### config.mk
export PLATFORM = sky130hd
export DESIGN_NAME = utf8_validating_decoder
export DESIGN_NICKNAME = d
export VERILOG_FILES = /design/src/design/u8vd_pkg.sv /design/src/design/utf8_validating_decoder.sv /design/src/design/u8vd_core.sv
export SDC_FILE = /design/constraint.sdc
export NUM_CORES = 1
export LEC_CHECK = 0
export BUFFER_PORTS_ARGS = -buffer_cell sky130_fd_sc_hd__buf_2
export CORE_ASPECT_RATIO = 1.2
export CORE_MARGIN = 5
export CORE_UTILIZATION = 30
export DETAILED_ROUTE_END_ITERATION = 8
export PLACE_DENSITY = 0.57
export SYNTH_ARGS = -nofsm -noshare
export SYNTH_HDL_FRONTEND = slang
export SYNTH_SLANG_ARGS = --single-unit
### constraint.sdc
create_clock -name clock -period 6.8 [get_ports clock]
set_clock_uncertainty 0.2 [all_clocks]
set_input_delay 1.02 -clock clock [delete_from_list [all_inputs] [get_ports clock]]
set_output_delay 1.02 -clock clock [all_outputs]
set_load 0.02 [all_outputs]
### src/design/u8vd_pkg.sv
// u8vd_pkg: shared types, constants and byte classification functions
// for the UTF-8 validating decoder. Depends on nothing.

package u8vd_pkg;

   localparam int MAX_SEQ_BYTES_DEF = 6;
   localparam int MAX_SEQ_BYTES_MIN = 4;
   localparam int MAX_SEQ_BYTES_MAX = 6;

   localparam int BYTE_W = 8;
   localparam int CP_W   = 31;
   localparam int LEN_W  = 3;

   localparam logic [BYTE_W-1:0] CONT_MIN      = 8'h80;
   localparam logic [BYTE_W-1:0] CONT_MAX      = 8'hBF;
   localparam logic [BYTE_W-1:0] LEAD2_MIN     = 8'hC2;
   localparam logic [BYTE_W-1:0] LEAD3_MIN     = 8'hE0;
   localparam logic [BYTE_W-1:0] LEAD4_MIN     = 8'hF0;
   localparam logic [BYTE_W-1:0] LEAD5_MIN     = 8'hF8;
   localparam logic [BYTE_W-1:0] LEAD6_MIN     = 8'hFC;
   localparam logic [BYTE_W-1:0] LEAD_ILL_MIN  = 8'hFE;
   localparam logic [BYTE_W-1:0] LEAD_SURR     = 8'hED;
   localparam logic [BYTE_W-1:0] SEC_MIN_E0    = 8'hA0;
   localparam logic [BYTE_W-1:0] SEC_MAX_ED    = 8'h9F;
   localparam logic [BYTE_W-1:0] SEC_MIN_F0    = 8'h90;
   localparam logic [BYTE_W-1:0] SEC_MIN_F8    = 8'h88;
   localparam logic [BYTE_W-1:0] SEC_MIN_FC    = 8'h84;
   localparam logic [5:0]        PAYLOAD_MASK  = 6'h3F;

   localparam logic [LEN_W-1:0] LEN_NONE = 3'd0;
   localparam logic [LEN_W-1:0] LEN_1    = 3'd1;
   localparam logic [LEN_W-1:0] LEN_2    = 3'd2;
   localparam logic [LEN_W-1:0] LEN_3    = 3'd3;
   localparam logic [LEN_W-1:0] LEN_4    = 3'd4;
   localparam logic [LEN_W-1:0] LEN_5    = 3'd5;
   localparam logic [LEN_W-1:0] LEN_6    = 3'd6;

   localparam logic STATUS_OK      = 1'b0;
   localparam logic STATUS_ILLEGAL = 1'b1;

   typedef struct packed {
      logic             emit;
      logic [CP_W-1:0]  code_point;
      logic [LEN_W-1:0] seq_length;
      logic             status;
   } result_type;

   function automatic logic [LEN_W-1:0] lead_length(input logic [BYTE_W-1:0] b);
      logic [LEN_W-1:0] len;
      if (b < CONT_MIN)
         len = LEN_1;
      else if (b < LEAD2_MIN)
         len = LEN_NONE;
      else if (b < LEAD3_MIN)
         len = LEN_2;
      else if (b < LEAD4_MIN)
         len = LEN_3;
      else if (b < LEAD5_MIN)
         len = LEN_4;
      else if (b < LEAD6_MIN)
         len = LEN_5;
      else if (b < LEAD_ILL_MIN)
         len = LEN_6;
      else
         len = LEN_NONE;
      return len;
   endfunction

   function automatic logic [BYTE_W-1:0] lead_mask(input logic [LEN_W-1:0] len);
      logic [BYTE_W-1:0] m;
      case (len)
         LEN_2:   m = 8'h1F;
         LEN_3:   m = 8'h0F;
         LEN_4:   m = 8'h07;
         LEN_5:   m = 8'h03;
         LEN_6:   m = 8'h01;
         default: m = 8'h00;
      endcase
      return m;
   endfunction

   function automatic logic second_ok(input logic [BYTE_W-1:0] lead,
                                      input logic [BYTE_W-1:0] b);
      logic ok;
      case (lead)
         LEAD3_MIN: ok = (b >= SEC_MIN_E0);
         LEAD_SURR: ok = (b <= SEC_MAX_ED);
         LEAD4_MIN: ok = (b >= SEC_MIN_F0);
         LEAD5_MIN: ok = (b >= SEC_MIN_F8);
         LEAD6_MIN: ok = (b >= SEC_MIN_FC);
         default:   ok = 1'b1;
      endcase
      return ok;
   endfunction

endpackage

### src/design/utf8_validating_decoder.sv
// utf8_validating_decoder: top level with input register, decode core and
// result register. Depends on u8vd_pkg and u8vd_core.
//
// Usage:
//   req channel: one raw byte per beat (req_in_byte) with req_buffer_end set
//   on the last byte available in the buffer. A beat is taken on a rising
//   edge with req_valid high and req_stall low.
//   rsp channel: at most one result per input byte: code_point, seq_length
//   and status (0 decoded, 1 illegal or truncated). Continuation bytes that
//   do not end a sequence give no result.
//   Path: a byte taken lands in the input register; its result is then
//   registered in the result register and shows on rsp_valid.
//   Throughput: one byte per clock while not stalled. The sequence state
//   is updated in the single decode step between the two registers.
//   Stall: a result waiting under rsp_stall holds; the input register keeps
//   moving for bytes that produce no result, holds for others only while a
//   stalled result waits, and req_stall rises only while it is blocked.
//   Reset: synchronous; empties both registers and returns the decoder to
//   idle with no partial sequence.

module utf8_validating_decoder #(
   parameter int MAX_SEQ_BYTES = u8vd_pkg::MAX_SEQ_BYTES_DEF
) (
   input  logic                          clock,
   input  logic                          reset,
   input  logic                          req_valid,
   output logic                          req_stall,
   input  logic [u8vd_pkg::BYTE_W-1:0]   req_in_byte,
   input  logic                          req_buffer_end,
   output logic                          rsp_valid,
   input  logic                          rsp_stall,
   output logic [u8vd_pkg::CP_W-1:0]     rsp_code_point,
   output logic [u8vd_pkg::LEN_W-1:0]    rsp_seq_length,
   output logic                          rsp_status
);

   logic                        in_valid_ff;
   logic [u8vd_pkg::BYTE_W-1:0] in_byte_ff;
   logic                        in_last_ff;

   logic                        out_valid_ff;
   logic [u8vd_pkg::CP_W-1:0]   out_cp_ff;
   logic [u8vd_pkg::LEN_W-1:0]  out_len_ff;
   logic                        out_status_ff;

   u8vd_pkg::result_type        step_result;
   logic                        advance;

   u8vd_core #(
      .MAX_SEQ_BYTES(MAX_SEQ_BYTES)
   ) u_core (
      .clock       (clock),
      .reset       (reset),
      .step_valid  (advance),
      .step_byte   (in_byte_ff),
      .step_last   (in_last_ff),
      .step_result (step_result)
   );

   assign advance   = in_valid_ff && (!step_result.emit || !out_valid_ff || !rsp_stall);
   assign req_stall = in_valid_ff && !advance;

   always_ff @(posedge clock) begin
      if (reset) begin
         in_valid_ff <= 1'b0;
      end else if (!req_stall) begin
         in_valid_ff <= req_valid;
      end
   end

   always_ff @(posedge clock) begin
      if (req_valid && !req_stall) begin
         in_byte_ff <= req_in_byte;
         in_last_ff <= req_buffer_end;
      end
   end

   always_ff @(posedge clock) begin
      if (reset) begin
         out_valid_ff <= 1'b0;
      end else if (advance && step_result.emit) begin
         out_valid_ff <= 1'b1;
      end else if (!rsp_stall) begin
         out_valid_ff <= 1'b0;
      end
   end

   always_ff @(posedge clock) begin
      if (advance && step_result.emit) begin
         out_cp_ff     <= step_result.code_point;
         out_len_ff    <= step_result.seq_length;
         out_status_ff <= step_result.status;
      end
   end

   assign rsp_valid      = out_valid_ff;
   assign rsp_code_point = out_cp_ff;
   assign rsp_seq_length = out_len_ff;
   assign rsp_status     = out_status_ff;

endmodule

### src/design/u8vd_core.sv
// u8vd_core: sequence state and one-beat decode step of the UTF-8 decoder.
// Depends on u8vd_pkg.

module u8vd_core #(
   parameter int MAX_SEQ_BYTES = u8vd_pkg::MAX_SEQ_BYTES_DEF
) (
   input  logic                          clock,
   input  logic                          reset,
   input  logic                          step_valid,
   input  logic [u8vd_pkg::BYTE_W-1:0]   step_byte,
   input  logic                          step_last,
   output u8vd_pkg::result_type          step_result
);

   localparam logic [u8vd_pkg::LEN_W-1:0] MAX_LEN = u8vd_pkg::LEN_W'(MAX_SEQ_BYTES);

   logic [u8vd_pkg::LEN_W-1:0]  left_ff,   left_in;
   logic [u8vd_pkg::LEN_W-1:0]  total_ff,  total_in;
   logic [u8vd_pkg::CP_W-1:0]   accum_ff,  accum_in;
   logic [u8vd_pkg::BYTE_W-1:0] lead_ff,   lead_in;
   logic                        second_ff, second_in;

   logic [u8vd_pkg::LEN_W-1:0]  lead_len;
   logic [u8vd_pkg::LEN_W-1:0]  left_dec;
   logic [u8vd_pkg::CP_W-1:0]   accum_shift;
   logic                        cont_bad;

   assign lead_len    = u8vd_pkg::lead_length(step_byte);
   assign left_dec    = left_ff - u8vd_pkg::LEN_1;
   assign accum_shift = {accum_ff[u8vd_pkg::CP_W-7:0], step_byte[5:0] & u8vd_pkg::PAYLOAD_MASK};
   assign cont_bad    = (step_byte < u8vd_pkg::CONT_MIN) || (step_byte > u8vd_pkg::CONT_MAX)
                        || (second_ff && !u8vd_pkg::second_ok(lead_ff, step_byte));

   always_comb begin
      step_result = '0;
      left_in     = '0;
      total_in    = '0;
      accum_in    = '0;
      lead_in     = '0;
      second_in   = 1'b0;
      if (left_ff == u8vd_pkg::LEN_NONE) begin
         if (lead_len == u8vd_pkg::LEN_NONE || lead_len > MAX_LEN) begin
            step_result.emit   = 1'b1;
            step_result.status = u8vd_pkg::STATUS_ILLEGAL;
         end else if (lead_len == u8vd_pkg::LEN_1) begin
            step_result.emit       = 1'b1;
            step_result.code_point = {{(u8vd_pkg::CP_W-u8vd_pkg::BYTE_W){1'b0}}, step_byte};
            step_result.seq_length = u8vd_pkg::LEN_1;
            step_result.status     = u8vd_pkg::STATUS_OK;
         end else if (step_last) begin
            step_result.emit   = 1'b1;
            step_result.status = u8vd_pkg::STATUS_ILLEGAL;
         end else begin
            left_in   = lead_len - u8vd_pkg::LEN_1;
            total_in  = lead_len;
            accum_in  = {{(u8vd_pkg::CP_W-u8vd_pkg::BYTE_W){1'b0}},
                         step_byte & u8vd_pkg::lead_mask(lead_len)};
            lead_in   = step_byte;
            second_in = 1'b1;
         end
      end else if (cont_bad) begin
         step_result.emit   = 1'b1;
         step_result.status = u8vd_pkg::STATUS_ILLEGAL;
      end else if (left_dec == u8vd_pkg::LEN_NONE) begin
         step_result.emit       = 1'b1;
         step_result.code_point = accum_shift;
         step_result.seq_length = total_ff;
         step_result.status     = u8vd_pkg::STATUS_OK;
      end else if (step_last) begin
         step_result.emit   = 1'b1;
         step_result.status = u8vd_pkg::STATUS_ILLEGAL;
      end else begin
         left_in   = left_dec;
         total_in  = total_ff;
         accum_in  = accum_shift;
         lead_in   = lead_ff;
         second_in = 1'b0;
      end
   end

   always_ff @(posedge clock) begin
      if (reset) begin
         left_ff   <= '0;
         total_ff  <= '0;
         accum_ff  <= '0;
         lead_ff   <= '0;
         second_ff <= 1'b0;
      end else if (step_valid) begin
         left_ff   <= left_in;
         total_ff  <= total_in;
         accum_ff  <= accum_in;
         lead_ff   <= lead_in;
         second_ff <= second_in;
      end
   end

endmodule

==> metrics.cfg <==
[outcome]
status = finished, final reports clean

[worst_setup_path]
cp_slowest_stage_delay_ns = 0.56
end_kind = output port
crit_type = register to output port
worstPathRequired_ns = 5.58
cp.arrival_ns = 4.07
slowest_stage = edfxtp_1
crit_fanout = 16
crit_path_start_kind = register
crit_chain = or4_1 > a21oi_1 > a311oi_1 > inv_1 > ha_1 > ha_1 > or3_1 > a31oi_4 > and2_1 > or3_4 > nor2_1 > buf_2
critPathMostFrequentCell = ha_1

[yosys]
async_reset_ff_share_pct = 0
yosysSeqAreaShare_pct = 58.06
synth_nets = 352
ys_types = 51
netlist.area_leader.share_pct = 35.48
synth_edf_count = 44
yosysWarnings = 0
synth_top_area_cell = edfxtp_1
synthFlopType = edfxtp_1
syn_inst = 331
ys_ff_latch = 86
ys_top_cells_by_area = edfxtp_1, dfxtp_1, and2_1
syn_avg_cell_area_um2 = 11.25
netlist_area_um2 = 3724

[placement]
numPortBuffers = 49
post-place-cells = 519
dpl.hpwl_um = 5756
globalplace.congestion = 0.8420

[timing]
post-route-period-util_pct = 77.72
max-slew-margin-rel_pct = 23.81
slew_viol_final = 0
max_freq_mhz = 189.2
rsz0062_at_grt = false
setup_tns_ns = 0
finalHoldViolCount = 0
finalSetupViolCount = 0
worstMarginPinSlew_ns = 1.141
fin_crit_ns = 5.285

[clock_network]
cts.hold.buffers_added = 0
cts_buffer_depth = 2
clk_transition_reported_paths_ns = 0.06
post_cts_buffers = 0
cts_max_level = 3
root_buffer = clkbuf_16
post_cts_resized = 0
clkSinkCount = 86
cts_tree = built
cts_buffers = 9
clock_latency_ns = 0.34

[layout]
final_cell_mix = buf_2, edfxtp_1, dfxtp_1
diodes = 0
final_cells = 535
syn_to_final_growth_pct = 16.70
layout-drive-gt1-share_pct = 21.93
layout_commonest_cell = buf_2
nets = 390
fillCellCount = 1210

[floorplan]
die_w_um = 111.7
floorplan.io_pins = 50
die_h_um = 132.0
core_area_um2 = 12110
rows = 44
start_util_pct = 30.74
die_area_um2 = 14750

[pwr]
cellPowerDensity_nw_per_um2 = 262.2
p_int_mw = 0.8467
clkPwrFrac_pct = 40.1
netSwitchingPower_mw = 0.2927
ir_drop_v = 0.0001007
seq_power_share_pct = 50.8
combPwrFrac_pct = 9.1
leakagePower_nw = 1.563
switching_share_pct = 25.69

[grt]
grt_overflow = 0
grt_usage_pct = 11.78
first_global_vias = 2569
antenna_found_initial = 0
grt_max_degree = 44
grt_pass1_wl_um = 13790

[flow_run]
maxCapViolCount = 0

[routing]
drc = 0
dr.pass1.iters = 4
routed_wirelength_um = 8612
vias = 2679
dr.first_iter.drc_count = 214
wl_per_cell_um = 16.10
antenna_left = 0
via_per_inst = 5.007

[worst_hold_path]
hold_path.class = register to register

[through the flow]
stage / hold slack [ns] / utilization [%] / setup WS, ns / cell area [µm²] / total power, mW
after floorplan: 0.2407 / - / 1.739 / 3724 / 0.6629
after global placement: 0.2621 / 33.61 / 2.074 / 4070 / 0.6926
after detailed placement: 0.2683 / 33.61 / 1.940 / 4070 / 0.6936
after CTS: 0.2772 / 35.88 / 1.569 / 4345 / 1.148
after global routing: 0.2984 / 35.88 / 1.275 / 4345 / 1.183
final: 0.2781 / 35.88 / 1.515 / 4345 / 1.139
[routing by layer]
layer  routed length (µm)  track usage, %
met5                    0               0
met4                  233           6.220
met3                  501           2.801
met2                 4070           18.33
met1                 3807           15.13
[registers in the layout, summed over array words and instances (netlist names), 3 cells and up]
register / cells
in_byte_ff: 8
rsp_code_point: 31
rsp_seq_length: 3
u_core.accum_ff: 25
u_core.lead_ff: 8
u_core.left_ff: 3
u_core.total_ff: 3
[cell families (layout without fill, tap and decap cells)]
group / Yosys count / after routing / synth area share, %
flops: 86 / 86 / 58.06
fa+ha+maj: 8 / 8 / 2.688
buf+inv: 35 / 78 / 4.502
simple gates: 109 / 109 / 15.49
compound gates: 91 / 91 / 18.62
mux: 1 / 1 / 0.4031
xor+xnor: 1 / 1 / 0.2353
[Yosys cell counts, types with 2 or more instances]
cell type,number
edfxtp_1,44
dfxtp_1,42
and2_1,32
nor2_1,27
a21oi_1,25
a32oi_1,20
clkbuf_1,13
inv_1,11
nand2_1,11
nand3_1,11
ha_1,8
nor3_1,8
o21ai_1,8
a21o_1,5
buf_2,5
o21ai_0,5
a211oi_1,4
nand2b_1,4
o211ai_1,4
buf_6,3
nor2b_1,3
o21a_1,3
a22o_1,2
a311oi_2,2
a31oi_4,2
buf_4,2
nand3b_1,2
nor2_2,2
[worst max-delay path, delay by kind of cell, from the launching register on]
family | cells | cell delay [ns]
AOI/OAI and AO/OA | 3 | 0.87
buffers and inverters | 2 | 0.30
adders and majority gates | 2 | 0.47
and+or+nand+nor | 5 | 1.51
DFF | 1 | 0.56
[power by group through the flow]
stage / Combinational [mW] / Sequential, mW / Clock [mW]
after detailed placement: 0.103 / 0.590 / 0
after floorplan: 0.0655 / 0.597 / 0
after global placement: 0.103 / 0.589 / 0
after CTS: 0.104 / 0.579 / 0.466
after global routing: 0.113 / 0.581 / 0.489
final: 0.104 / 0.579 / 0.457
[layout make-up]
cell class	count	area, µm²	share of cell area (%)
clock inverters	6	46.29	1.065
inverters	11	41.29	0.9502
clock buffers	10	229.0	5.269
repair buffers	51	260.3	5.989
well taps	161	201.4	4.636
multi-input cells	210	1405	32.34
flip-flops and latches	86	2162	49.76
[path summary, 6_finish.rpt]
kind	from	to	slack, ns	depth (start not counted)
max	in_byte_ff[5]	req_stall	1.51	12
min	u_core.total_ff[2]	u_core.total_ff[2]	0.28	2
max reg2reg	in_byte_ff[3]	rsp_code_point[27]	2.22	9
min reg2reg	u_core.total_ff[2]	u_core.total_ff[2]	0.28	2
Power figures use the tool's default switching activity.
